$ cat src/rtl/core/uer_pkg.sv
// Shared types, codes and constants for the ultrasonic echo ranger.
package uer_pkg;

	// Width of the tick counter, the timeout register and the pulse width.
	localparam int unsigned TICK_W = 24;
	// Width of the distance field in 1/16 cm.
	localparam int unsigned DIST_W = 23;

	// Default timing.
	localparam int unsigned TRIGGER_HIGH_TICKS = 10;
	localparam int unsigned DEFAULT_TIMEOUT    = 30000;

	// Measurement status codes.
	localparam logic [1:0] STATUS_OK        = 2'd0;
	localparam logic [1:0] STATUS_RISE_TOUT = 2'd1;
	localparam logic [1:0] STATUS_FALL_TOUT = 2'd2;

	// Measurement phase codes.
	localparam logic [2:0] PH_IDLE      = 3'd0;
	localparam logic [2:0] PH_TRIG_LOW  = 3'd1;
	localparam logic [2:0] PH_TRIG_HIGH = 3'd2;
	localparam logic [2:0] PH_WAIT_RISE = 3'd3;
	localparam logic [2:0] PH_MEASURE   = 3'd4;

	// Distance is floor(width * 8 / 29). The reciprocal floor(2^32 / 29) is
	// pre-scaled by 8; the estimate is low by at most one and is corrected.
	localparam int unsigned      DIST_SHIFT   = 32;
	localparam int unsigned      DIST_RECIP_W = 31;
	localparam logic [30:0]      DIST_RECIP   = 31'd1184818560;
	localparam logic [DIST_W+3:0] DIST_DIVISOR = 27'd29;

	// One input request.
	typedef struct packed {
		logic start_req;
		logic echo_level;
	} uer_in_t;

	// One result.
	typedef struct packed {
		logic                trigger_out;
		logic                busy_res;
		logic                done_res;
		logic [1:0]          status;
		logic [TICK_W-1:0]   pulse_width;
		logic [DIST_W-1:0]   distance;
	} uer_out_t;

endpackage

$ cat src/rtl/core/ultrasonic_echo_ranger_top.sv
// Ultrasonic echo ranger: trigger sequencing, echo timing and distance pipeline.
//
// Each input request is one microsecond tick carrying start_req and the sampled
// echo level; every request yields exactly one result carrying the trigger
// level for that tick, busy and done flags, status, echo width and distance in
// 1/16 cm. Both channels use valid/ready and a request moves on an edge where
// both are high.
// A request passes three registered stages: the phase machine updates on
// acceptance into stage one, stage two forms the reciprocal product for the
// distance, and stage three corrects the quotient and holds the result.
// Throughput is one request per cycle while in_ready is high; the phase register
// and tick counter are updated in the same cycle a request is accepted.
// Every stage has its own valid bit, so when the receiver stalls the pipeline
// keeps filling empty stages and in_ready drops only once all three are full.
// The timeout register is written through cfg_we/cfg_wdata; the user must write
// it only while the block is idle, which the block itself does not enforce;
// zero selects DEFAULT_TIMEOUT ticks. Reset clears the phase to idle, the counter,
// the timeout register and all stage valid bits.
module ultrasonic_echo_ranger_top #(
	parameter int unsigned TRIGGER_HIGH_TICKS = uer_pkg::TRIGGER_HIGH_TICKS,
	parameter int unsigned DEFAULT_TIMEOUT    = uer_pkg::DEFAULT_TIMEOUT
) (
	input  logic                         clk,
	input  logic                         arst_n,
	input  logic                         cfg_we,
	input  logic [uer_pkg::TICK_W-1:0]   cfg_wdata,
	input  logic                         in_valid,
	output logic                         in_ready,
	input  uer_pkg::uer_in_t             in_data,
	output logic                         out_valid,
	input  logic                         out_ready,
	output uer_pkg::uer_out_t            out_data
);

	localparam int unsigned TW = uer_pkg::TICK_W;
	localparam int unsigned DW = uer_pkg::DIST_W;
	localparam int unsigned PW = TW + uer_pkg::DIST_RECIP_W;
	localparam logic [TW-1:0] TRIG_TICKS = TW'(TRIGGER_HIGH_TICKS);
	localparam logic [TW-1:0] DEF_TOUT   = TW'(DEFAULT_TIMEOUT);

	logic [TW-1:0]     timeout_q;
	logic [2:0]        phase_q;
	logic [TW-1:0]     cnt_q;
	logic [2:0]        phase_nxt;
	logic [TW-1:0]     cnt_nxt;
	logic [TW-1:0]     limit;
	uer_pkg::uer_out_t res_nxt;
	logic              in_fire;

	logic              valid_s1, valid_s2, valid_s3;
	logic              rdy_s2, rdy_s3;
	uer_pkg::uer_out_t res_s1, res_s2, res_s3;
	logic [PW-1:0]     prod_s2;

	logic [DW-1:0]     quot_est;
	logic [DW+3:0]     dividend;
	logic [DW+3:0]     rem;
	logic [DW-1:0]     quot;
	uer_pkg::uer_out_t res_fin;

	// Timeout register.
	always_ff @(posedge clk or negedge arst_n) begin
		if (!arst_n) begin
			timeout_q <= '0;
		end else if (cfg_we) begin
			timeout_q <= cfg_wdata;
		end
	end

	assign limit = (timeout_q != '0) ? timeout_q : DEF_TOUT;

	// Pipeline handshake: each stage takes a new request when empty or draining.
	assign rdy_s3    = !valid_s3 || out_ready;
	assign rdy_s2    = !valid_s2 || rdy_s3;
	assign in_ready  = !valid_s1 || rdy_s2;
	assign in_fire   = in_valid && in_ready;
	assign out_valid = valid_s3;
	assign out_data  = res_s3;

	// Phase machine: next phase, counter and result fields for one tick.
	always_comb begin
		phase_nxt           = phase_q;
		cnt_nxt             = cnt_q;
		res_nxt             = '0;
		res_nxt.busy_res    = 1'b1;
		case (phase_q)
			uer_pkg::PH_TRIG_LOW: begin
				phase_nxt = uer_pkg::PH_TRIG_HIGH;
				cnt_nxt   = '0;
			end
			uer_pkg::PH_TRIG_HIGH: begin
				res_nxt.trigger_out = 1'b1;
				cnt_nxt             = cnt_q + TW'(1);
				if (cnt_nxt >= TRIG_TICKS) begin
					phase_nxt = uer_pkg::PH_WAIT_RISE;
					cnt_nxt   = '0;
				end
			end
			uer_pkg::PH_WAIT_RISE: begin
				if (in_data.echo_level) begin
					phase_nxt = uer_pkg::PH_MEASURE;
					cnt_nxt   = TW'(1);
				end else if (cnt_q >= limit) begin
					res_nxt.done_res = 1'b1;
					res_nxt.status   = uer_pkg::STATUS_RISE_TOUT;
				end else begin
					cnt_nxt = cnt_q + TW'(1);
				end
			end
			uer_pkg::PH_MEASURE: begin
				if (!in_data.echo_level) begin
					res_nxt.done_res    = 1'b1;
					res_nxt.status      = uer_pkg::STATUS_OK;
					res_nxt.pulse_width = cnt_q;
				end else if (cnt_q >= limit) begin
					res_nxt.done_res = 1'b1;
					res_nxt.status   = uer_pkg::STATUS_FALL_TOUT;
				end else begin
					cnt_nxt = cnt_q + TW'(1);
				end
			end
			default: begin
				// Idle, and unused codes which behave as idle.
				if (in_data.start_req) begin
					phase_nxt = uer_pkg::PH_TRIG_LOW;
					cnt_nxt   = TW'(1);
				end else begin
					phase_nxt        = uer_pkg::PH_IDLE;
					res_nxt.busy_res = 1'b0;
				end
			end
		endcase
		// A finished or timed-out measurement returns to idle.
		if (res_nxt.done_res) begin
			phase_nxt        = uer_pkg::PH_IDLE;
			cnt_nxt          = '0;
			res_nxt.busy_res = 1'b0;
		end
	end

	// Phase and counter advance once per accepted request.
	always_ff @(posedge clk or negedge arst_n) begin
		if (!arst_n) begin
			phase_q <= uer_pkg::PH_IDLE;
			cnt_q   <= '0;
		end else if (in_fire) begin
			phase_q <= phase_nxt;
			cnt_q   <= cnt_nxt;
		end
	end

	// Stage valid bits.
	always_ff @(posedge clk or negedge arst_n) begin
		if (!arst_n) begin
			valid_s1 <= 1'b0;
			valid_s2 <= 1'b0;
			valid_s3 <= 1'b0;
		end else begin
			if (in_ready) begin
				valid_s1 <= in_valid;
			end
			if (rdy_s2) begin
				valid_s2 <= valid_s1;
			end
			if (rdy_s3) begin
				valid_s3 <= valid_s2;
			end
		end
	end

	// Quotient correction: the reciprocal estimate is at most one too small.
	always_comb begin
		quot_est         = prod_s2[uer_pkg::DIST_SHIFT +: DW];
		dividend         = {res_s2.pulse_width, 3'b000};
		rem              = dividend - {4'b0000, quot_est} * uer_pkg::DIST_DIVISOR;
		quot             = (rem >= uer_pkg::DIST_DIVISOR) ? quot_est + DW'(1) : quot_est;
		res_fin          = res_s2;
		res_fin.distance = quot;
	end

	// Stage payload registers.
	always_ff @(posedge clk) begin
		if (in_fire) begin
			res_s1 <= res_nxt;
		end
		if (rdy_s2 && valid_s1) begin
			res_s2  <= res_s1;
			prod_s2 <= PW'(res_s1.pulse_width) * PW'(uer_pkg::DIST_RECIP);
		end
		if (rdy_s3 && valid_s2) begin
			res_s3 <= res_fin;
		end
	end

	// A finishing tick never reports busy.
	a_done_not_busy: assert property (@(posedge clk) disable iff (!arst_n)
		valid_s1 && res_s1.done_res |-> !res_s1.busy_res)
		else $error("done result reported busy");

	// Completion returns the phase machine to idle with a cleared counter.
	a_done_to_idle: assert property (@(posedge clk) disable iff (!arst_n)
		in_fire && res_nxt.done_res |=> phase_q == uer_pkg::PH_IDLE && cnt_q == '0)
		else $error("phase not idle after completion");

	// Width and distance are zero unless a measurement ends well.
	a_fields_zero: assert property (@(posedge clk) disable iff (!arst_n)
		valid_s3 && !(res_s3.done_res && res_s3.status == uer_pkg::STATUS_OK)
		|-> res_s3.pulse_width == '0 && res_s3.distance == '0)
		else $error("width or distance set without a good measurement");

endmodule

$ cat config.mk
export PLATFORM = sky130hd
export DESIGN_NAME = ultrasonic_echo_ranger_top
export DESIGN_NICKNAME = d
export VERILOG_FILES = /design/src/rtl/core/uer_pkg.sv /design/src/rtl/core/ultrasonic_echo_ranger_top.sv
export SDC_FILE = /design/constraint.sdc
export NUM_CORES = 1
export LEC_CHECK = 0
export ABC_AREA = 1
export CAP_MARGIN = 10
export CELL_PAD_IN_SITES_DETAIL_PLACEMENT = 0
export CELL_PAD_IN_SITES_GLOBAL_PLACEMENT = 1
export CORE_AREA = 2 2 236 238
export DETAILED_ROUTE_END_ITERATION = 16
export DIE_AREA = 0 0 238 240
export DONT_BUFFER_PORTS = 1
export GPL_TIMING_DRIVEN = 0
export PLACE_DENSITY_LB_ADDON = 0.25
export REMOVE_ABC_BUFFERS = 1
export SYNTH_ARGS = -nofsm -noshare
export SYNTH_HDL_FRONTEND = slang
export SYNTH_SLANG_ARGS = --single-unit
$ cat constraint.sdc
create_clock -name clk -period 7.7 [get_ports clk]
set_input_delay 0 -clock clk [delete_from_list [all_inputs] [get_ports clk]]
set_output_delay 0 -clock clk [all_outputs]
set_load 0.005 [all_outputs]
Word level (Yosys, flattened, before mapping)
Cells that the tools add are included.
Cells by class
  equal/unequal tests: 8
  divide/modulo/power cells: 0
  add/subtract/negate cells: 3
  bitwise gates (word level): 1
  shift operators: 0
  multiplexer cells: 22
  magnitude comparators: 3
  reduce and logical (&&, ||, !) cells: 15
  multipliers: 2
Operator list (number)
  24-bit 2-to-1 mux: 7
  24-bit one-hot mux with 4 select lines: 1
  24-bit by 24-bit multiplier with 48-bit output, second input constant: 1
  27-bit by 5-bit greater-or-equal comparator with 1-bit output, second input constant: 1
  23-bit by 5-bit multiplier with 27-bit output, second input constant: 1
  27-bit subtractor: 1
  24-bit by 1-bit adder with 24-bit output, second input constant: 1
  24-bit greater-or-equal comparator: 1
  24-bit by 4-bit greater-or-equal comparator with 1-bit output, second input constant: 1
  24-bit nonzero test: 1
  23-bit by 1-bit adder with 23-bit output, second input constant: 1
  23-bit 2-to-1 mux: 1
  3-bit 2-to-1 mux: 7
  3-bit one-hot mux with 4 select lines: 1
  3-bit inequality test, second input constant: 3
  3-bit by 2-bit == test with 1-bit output, second input constant: 2
  3-bit one-hot mux with 2 select lines: 1
  6-bit nonzero test: 1
  1-bit 2-to-1 mux: 4
  4-bit AND reduction: 1
  4-bit OR reduction: 1
  3-bit by 1-bit == test with 1-bit output, second input constant: 1
  3-bit == test, second input constant: 1
  1-bit logical AND: 3
  6 further kinds: 10
Word-level totals
  input bits: 31
  word-level logic and storage cells: 77
  flip-flop bits (word level): 212
  bits in latches: 0
  ROM bits: 0
  RAM bits: 0
  memories: 0
  output and inout bits: 54

Depth between registers and ports, before layout
Gate-level depths: netlist of run 1.
  depth in word-level cells: 8
  depth in mapped cells: 27
  mapped depth without buffers: 27

Worst setup path before layout of run 1
Ideal clock, no wire load.
  kind: reg-to-reg
  from: reg res_s1[35] (netlist bit)
  to: reg prod_s2[52], data pin
  data required time: 7.440 ns
  library setup time: 0.260 ns
  stages on the path, launching flop included: 24
  arrival: 5.715 ns
  slack: 1.725 ns
  buffers on the path: 0
  clock period less this slack: 5.975 ns
  path through: edfxtp_1 -> inv_1 -> fa_1 -> inv_1 -> fa_1 -> inv_1 -> fa_1 -> inv_1 -> fa_1 -> fa_1 -> fa_1 -> inv_1 -> fa_1 -> inv_1 -> ha_1 -> a21oi_1 -> a21boi_0 -> o21ai_0 -> nand2_1 -> nand3_1 -> a21o_1 -> nand2_1 -> nand2_1 -> xor2_1
Between the ends
  word-level cells in the longest chain between the ends: 1
RTL lines
  start, declared: RTL line ultrasonic_echo_ranger_top.sv:52  | uer_pkg::uer_out_t res_s1, res_s2, res_s3;
  start signal, assigned: RTL line ultrasonic_echo_ranger_top.sv:184  | res_s1 <= res_nxt;
  24-bit by 24-bit multiplier with 48-bit output: RTL line ultrasonic_echo_ranger_top.sv:188  | prod_s2 <= PW'(res_s1.pulse_width) * PW'(uer_pkg::DIST_RECIP);
  end signal, assigned: RTL line ultrasonic_echo_ranger_top.sv:188
  end, declared: RTL line ultrasonic_echo_ranger_top.sv:53  | logic [PW-1:0] prod_s2;
No other way between the ends.
A chain may end at the register's enable or synchronous reset.

Worst setup path in the final report of run 1
  from: reg res_s1[41] (netlist bit)
  to: reg prod_s2[50], data pin
The elaborated chain is that of the path after synthesis.

==> results of run 1 <==
worst paths after layout:
check / start / end / slack (ns)
max: res_s1[41] / prod_s2[50] / 0.65
min: arst_n / timeout_q[12] / 0.07
max reg2reg: res_s1[41] / prod_s2[50] / 0.65
min reg2reg: res_s1[51] / res_fin[51] / 0.42
max in group asynchronous: arst_n / cnt_q[1] / 7.38
min in group clk: cfg_wdata[2] / timeout_q[2] / 0.23
state kept, by name (all words and copies together) (netlist names), 3 cells and up:
signal / cells
out_data: 52
res_s1: 29
cnt_q: 24
dividend: 24
timeout_q: 24
prod_s2: 23
res_fin: 5
phase_q: 3
stage by stage:
| step | cell area (sq um) | hold slack [ns] | cells | utilization (%) |
|---|---|---|---|---|
| 6_report | 26600 | 0.0654 | 3599 | 48.7 |
| 5_1_grt | 26600 | 0.0650 | 3599 | 48.7 |
| 4_1_cts | 26600 | 0.0242 | 3597 | 48.6 |
| 3_5_place_dp | 25200 | -0.294 | 3492 | 46.2 |
| 3_3_place_gp | 25200 | -0.294 | 3489 | 46.0 |
| 2_1_floorplan | 24300 | -0.296 | 2785 | - |
per-layer routing:
metal	part of all wire (%)	routed length, microns	GRT usage [%]
met4	3.0	2040	8.30
met1	45	29800	32.0
met5	0	0	0
met3	4.3	2860	3.57
met2	48	32200	41.5
critical path, cell delays in order (launching register included):
cell and delay, ns:
edfxtp_1 0.75, inv_1 0.26, fa_1 0.58, inv_1 0.05
fa_1 0.51, inv_1 0.06, fa_1 0.49, inv_1 0.06
fa_1 0.52, fa_1 0.44, fa_1 0.56, inv_1 0.06
fa_1 0.59, inv_1 0.06, ha_1 0.40, nand2_1 0.12
nor2_1 0.28, nand2_1 0.10, nor4_1 0.18, nand2_1 0.09
nand3_1 0.17, nand3_1 0.13, o21ai_0 0.22, xor2_1 0.11
cells by family after synthesis:
kind of cell / after synthesis
simple gates: 859
buf+inv: 797
fa+ha+maj: 649
compound gates: 253
flops: 187
xor+xnor: 60
mux: 5
layout make-up:
type                            count  share of cell area (%)
Clock buffer                       18                    1.65
Clock inverter                     14                   0.536
Inverter                          772                    10.9
Multi-Input combinational cell   1826                    60.3
Sequential cell                   187                    20.1
Tap cell                          704                    3.31
Timing Repair Buffer               78                    3.22
layout by cell type (no fill, tap or decap), types with 17 or more instances in the layout:
master / instances
inv_1: 759
nor2_1: 200
dfrtp_1: 54
ha_1: 338
nand2_1: 456
nand3_1: 117
dlygate4sd3_1: 71
clkbuf_16: 17
xor2_1: 51
nor3_1: 20
o21ai_0: 84
fa_1: 311
a21oi_1: 100
nand4_1: 32
edfxtp_1: 133
==> flow_metrics.tcl, run 1 <==
set metrics [dict create \
    cts_tree "done" \
    synth.distinct_cells 43 \
    synth-xor-area-share_pct 2.15 \
    place_congestion 0.936 \
    min_period_ns 7.05 \
    crit_required_ns 7.92 \
    numCtsBuffers 17 \
    setup-tns-final_ns 0 \
    pin_count 85 \
    die-area_sq_mm 0.0571 \
    drt_drc_violations_left 0 \
    synth_cells 2810 \
    ys_ff_latch 187 \
    synth_top_family_by_area "adder cells" \
    h-tree-depth 4 \
    skew_ns 0.0149 \
    maxCapViolations 0 \
    netlist_top_cells_count "inv_1 (760), nand2_1 (456), ha_1 (338), fa_1 (311), nor2_1 (200)" \
    num_antenna_cells 0 \
    die_y_microns 240 \
    hold_buffers 73 \
    clk_path_buf_depth 2 \
    muxShareOfSynthArea_pct 0.231 \
    core_sq_mm 0.0547 \
    grt_remaining_overflow 0 \
    num_vias 18252 \
    yosysTopAreaCellShare_pct 25.5 \
    n_fill_cell 5276 \
    clock_sinks 187 \
    fmax_mhz 142 \
    r2r_cells 23 \
    worst_slack_ns 0.655 \
    pre_cts_ws_ns 0.659 \
    first_pass_iters 5 \
    drt-total-wl_microns 66800 \
    grt_max_degree 55 \
    syn_area_sq_mm 0.0244 \
    maxSlewViolCount 0 \
    seqCellArea_sq_mm 0.00535 \
    critPathKind "reg2reg" \
    layout.nets 3562 \
    setup_viol 0 \
    syn_to_final_growth_pct 9.04 \
    ys_warn_count 0 \
    synth_top_area_cell "fa_1" \
    drive_gt1_share_pct 2.56 \
    grt_use_total_pct 24.4 \
    post-synth-top-count-cell "inv_1" \
    endpoint_kind "flip-flop" \
    synth_compound_area_share_pct 5.78 \
    worstMarginPinSlew_ns 1.07 \
    avgViaCountPerCell 5.07 \
    grt_pass1_vias 18826 \
    synth_edf_count 133 \
    row_count 86 \
    synthSimpleGateAreaFrac_pct 14.7 \
    grt_pass1_wl_microns 105000 \
    ys.flop_type "edfxtp_1" \
    syn_area_per_cell_sq_um 8.68 \
    cp.arrival_ns 7.27 \
    yosysSeqAreaShare_pct 21.9 \
    async_reset_ff_share_pct 28.9 \
    port_buffers 0 \
    post-route-period-util_pct 91.5 \
    post_cts_buffers 0 \
    cts-resized-gates 0 \
    start_util_pct 44.6 \
    antenna_found_initial 0 \
    cts.clk_slew.worst_paths_ns 0.09 \
    dp_hpwl_microns 56200 \
    clkLatencyLatePin_ns 0.48 \
    drtAntennaViolNets 0 \
    drt_iter0_drc 923 \
    status "finished, final reports clean" \
    relSlewSlack_pct 28.4 \
    hold_viol 0 \
    wl_per_cell_microns 18.6 \
    rsz0062_at_grt "no" \
    critPathMaxFanout 7 \
    holdCritPathClass "in2async" \
    die_w_microns 238 \
    synth_area_leaders "fa_1 (26%), ha_1 (17%), edfxtp_1 (16%), inv_1 (12%), nand2_1 (7.0%)" \
    worst_setup_path_start_kind "flip-flop" \
    multi_input_area_sq_mm 0.0160 \
    synth_adder_area_share_pct 42.8 \
    ctsRootBufferMaster "clkbuf_16" \
]
Power of run 1 is left out: the tool's default activity adds up to more than one toggle a clock period on the data nets, which glitch-free logic cannot reach.
==> run 2: changes to the inputs <==
- BUFFER_PORTS_ARGS: not set -> -buffer_cell sky130_fd_sc_hd__buf_2
- DONT_BUFFER_PORTS: 1 -> not set
- TNS_END_PERCENT: not set -> 30
==> run 2 against run 1 <==
First-iteration DRC count up 14%. Hold slack worse by 0.027 ns. Non-clock buffer count up 43. Register-to-register slack better by 0.03 ns. Routed wire length down 2.0%. Critical path depth unchanged. Highest routed layer unchanged.
==> flow_metrics.tcl, run 2 (synthesis gave the netlist of run 1 again) <==
set metrics [dict create \
    clock_sinks 187 \
    port_buffers 84 \
    start_util_pct 44.6 \
    die_w_microns 238 \
    seqCellArea_sq_mm 0.00535 \
    maxSlewViolCount 0 \
    worstMarginPinSlew_ns 1.24 \
    crit_chain "inv_1, fa_1, inv_1, fa_1, inv_1, fa_1, inv_1, fa_1, fa_1, fa_1, inv_1, fa_1, inv_1, ha_1, nand2_1, nor2_1, nand2_1, nor4_1, nand2_1, nand3_1, nand3_1, o21ai_0, xor2_1" \
    cts-resized-gates 0 \
    first_pass_iters 5 \
    grt_remaining_overflow 0 \
    crit_path_frequent_cell "fa_1" \
    hold_viol 0 \
    final_cell_mix "inv_1 (759), nand2_1 (456), ha_1 (338), fa_1 (311), nor2_1 (200)" \
    place_congestion 0.977 \
    relSlewSlack_pct 17.6 \
    antenna_found_initial 1 \
    endpoint_kind "flip-flop" \
    r2r_setup_slack_ns 0.68 \
    grt_pass1_vias 18876 \
    avgViaCountPerCell 5.02 \
    num_antenna_cells 0 \
    pin_count 85 \
    reg2reg_to "prod_s2[50]" \
    ctsRootBufferMaster "clkbuf_16" \
    dp_hpwl_microns 55500 \
    critPathMaxFanout 7 \
    hold_buffers 32 \
    worst_setup_path_start_kind "flip-flop" \
    die-area_sq_mm 0.0571 \
    critPathKind "reg2reg" \
    syn_to_final_growth_pct 9.07 \
    holdCritPathClass "in2reg" \
    core_sq_mm 0.0547 \
    cts.clk_slew.worst_paths_ns 0.08 \
    grt_max_degree 45 \
    fmax_mhz 142 \
    setup-tns-final_ns 0 \
    num_vias 18268 \
    die_y_microns 240 \
    skew_ns 0.0118 \
    holdWs_ns 0.0385 \
    numCtsBuffers 17 \
    critPathSlowestCell "edfxtp_1" \
    crit_path_start "res_s1[42]" \
    grt_use_total_pct 24.0 \
    min_period_ns 7.02 \
    crit_path_max_incr_delay_ns 0.76 \
    clkLatencyLatePin_ns 0.48 \
    clk_path_buf_depth 2 \
    worstSetupEndpoint "prod_s2[50]" \
    drt_drc_violations_left 0 \
    rsz0062_at_grt "no" \
    r2r-start "res_s1[42]" \
    n_fill_cell 5300 \
    wl_per_cell_microns 18.0 \
    layout_commonest_cell "inv_1" \
    status "finished, final reports clean" \
    post_cts_buffers 0 \
    r2r_cells 23 \
    row_count 86 \
    setup_viol 0 \
    cts_tree "done" \
    largest_reg_flops 52 \
    drt_iter0_drc 1048 \
    drive_gt1_share_pct 5.31 \
    cp.arrival_ns 7.25 \
    post-route-period-util_pct 91.1 \
    layout.nets 3605 \
    maxCapViolations 0 \
    crit_required_ns 7.93 \
    drt-total-wl_microns 65500 \
    drtAntennaViolNets 0 \
    grt_pass1_wl_microns 104000 \
    multi_input_area_sq_mm 0.0160 \
    h-tree-depth 4 \
]
run 2: worst min-delay path by stage:
stage	startpoint	end	slack, ns	depth (start not counted)
floorplan	arst_n	cnt_q[0]	-0.30	0
global placement	cfg_wdata[18]	timeout_q[18]	0.21	3
detailed placement	arst_n	timeout_q[9]	-0.006	1
CTS	cfg_we	timeout_q[6]	0.01	3
global route	cfg_we	timeout_q[7]	0.08	3
finish	cfg_we	timeout_q[6]	0.04	3
run 2: routing by layer:
layer / share of wire, % / up-vias / GRT usage (%)
li1: - / 8922 / -
met1: 44 / 8825 / 30.8
met2: 48 / 430 / 41.2
met3: 5.2 / 91 / 4.94
met4: 3.0 / 0 / 7.14
met5: 0 / - / 0
run 2: layout make-up:
class / instances / area share (%)
Clock inverter: 14 / 0.555
Tap cell: 704 / 3.31
Multi-Input combinational cell: 1826 / 60.3
Timing Repair Buffer: 121 / 3.22
Clock buffer: 18 / 1.65
Sequential cell: 187 / 20.1
Inverter: 772 / 10.9
run 2: critical path: cells and delay by family, from the launching register on:
kind / cells / cell delay [ns]
fa+ha+maj: 8 / 4.08
simple gates: 7 / 1.07
flops: 1 / 0.76
buf+inv: 6 / 0.54
compound gates: 1 / 0.21
xor+xnor: 1 / 0.09
run 2: stage by stage:
stage / cell area [sq um] / std cells / worst slack [ns] / utilization, %
3_3_place_gp: 25600 / 3573 / 0.725 / 46.8
3_5_place_dp: 25700 / 3577 / 0.701 / 47.0
4_1_cts: 26600 / 3641 / 0.692 / 48.6
5_1_grt: 26600 / 3642 / 0.324 / 48.7
2_1_floorplan: 24300 / 2785 / 1.73 / -
6_report: 26600 / 3642 / 0.682 / 48.7
Power of run 2 is left out for the same reason.
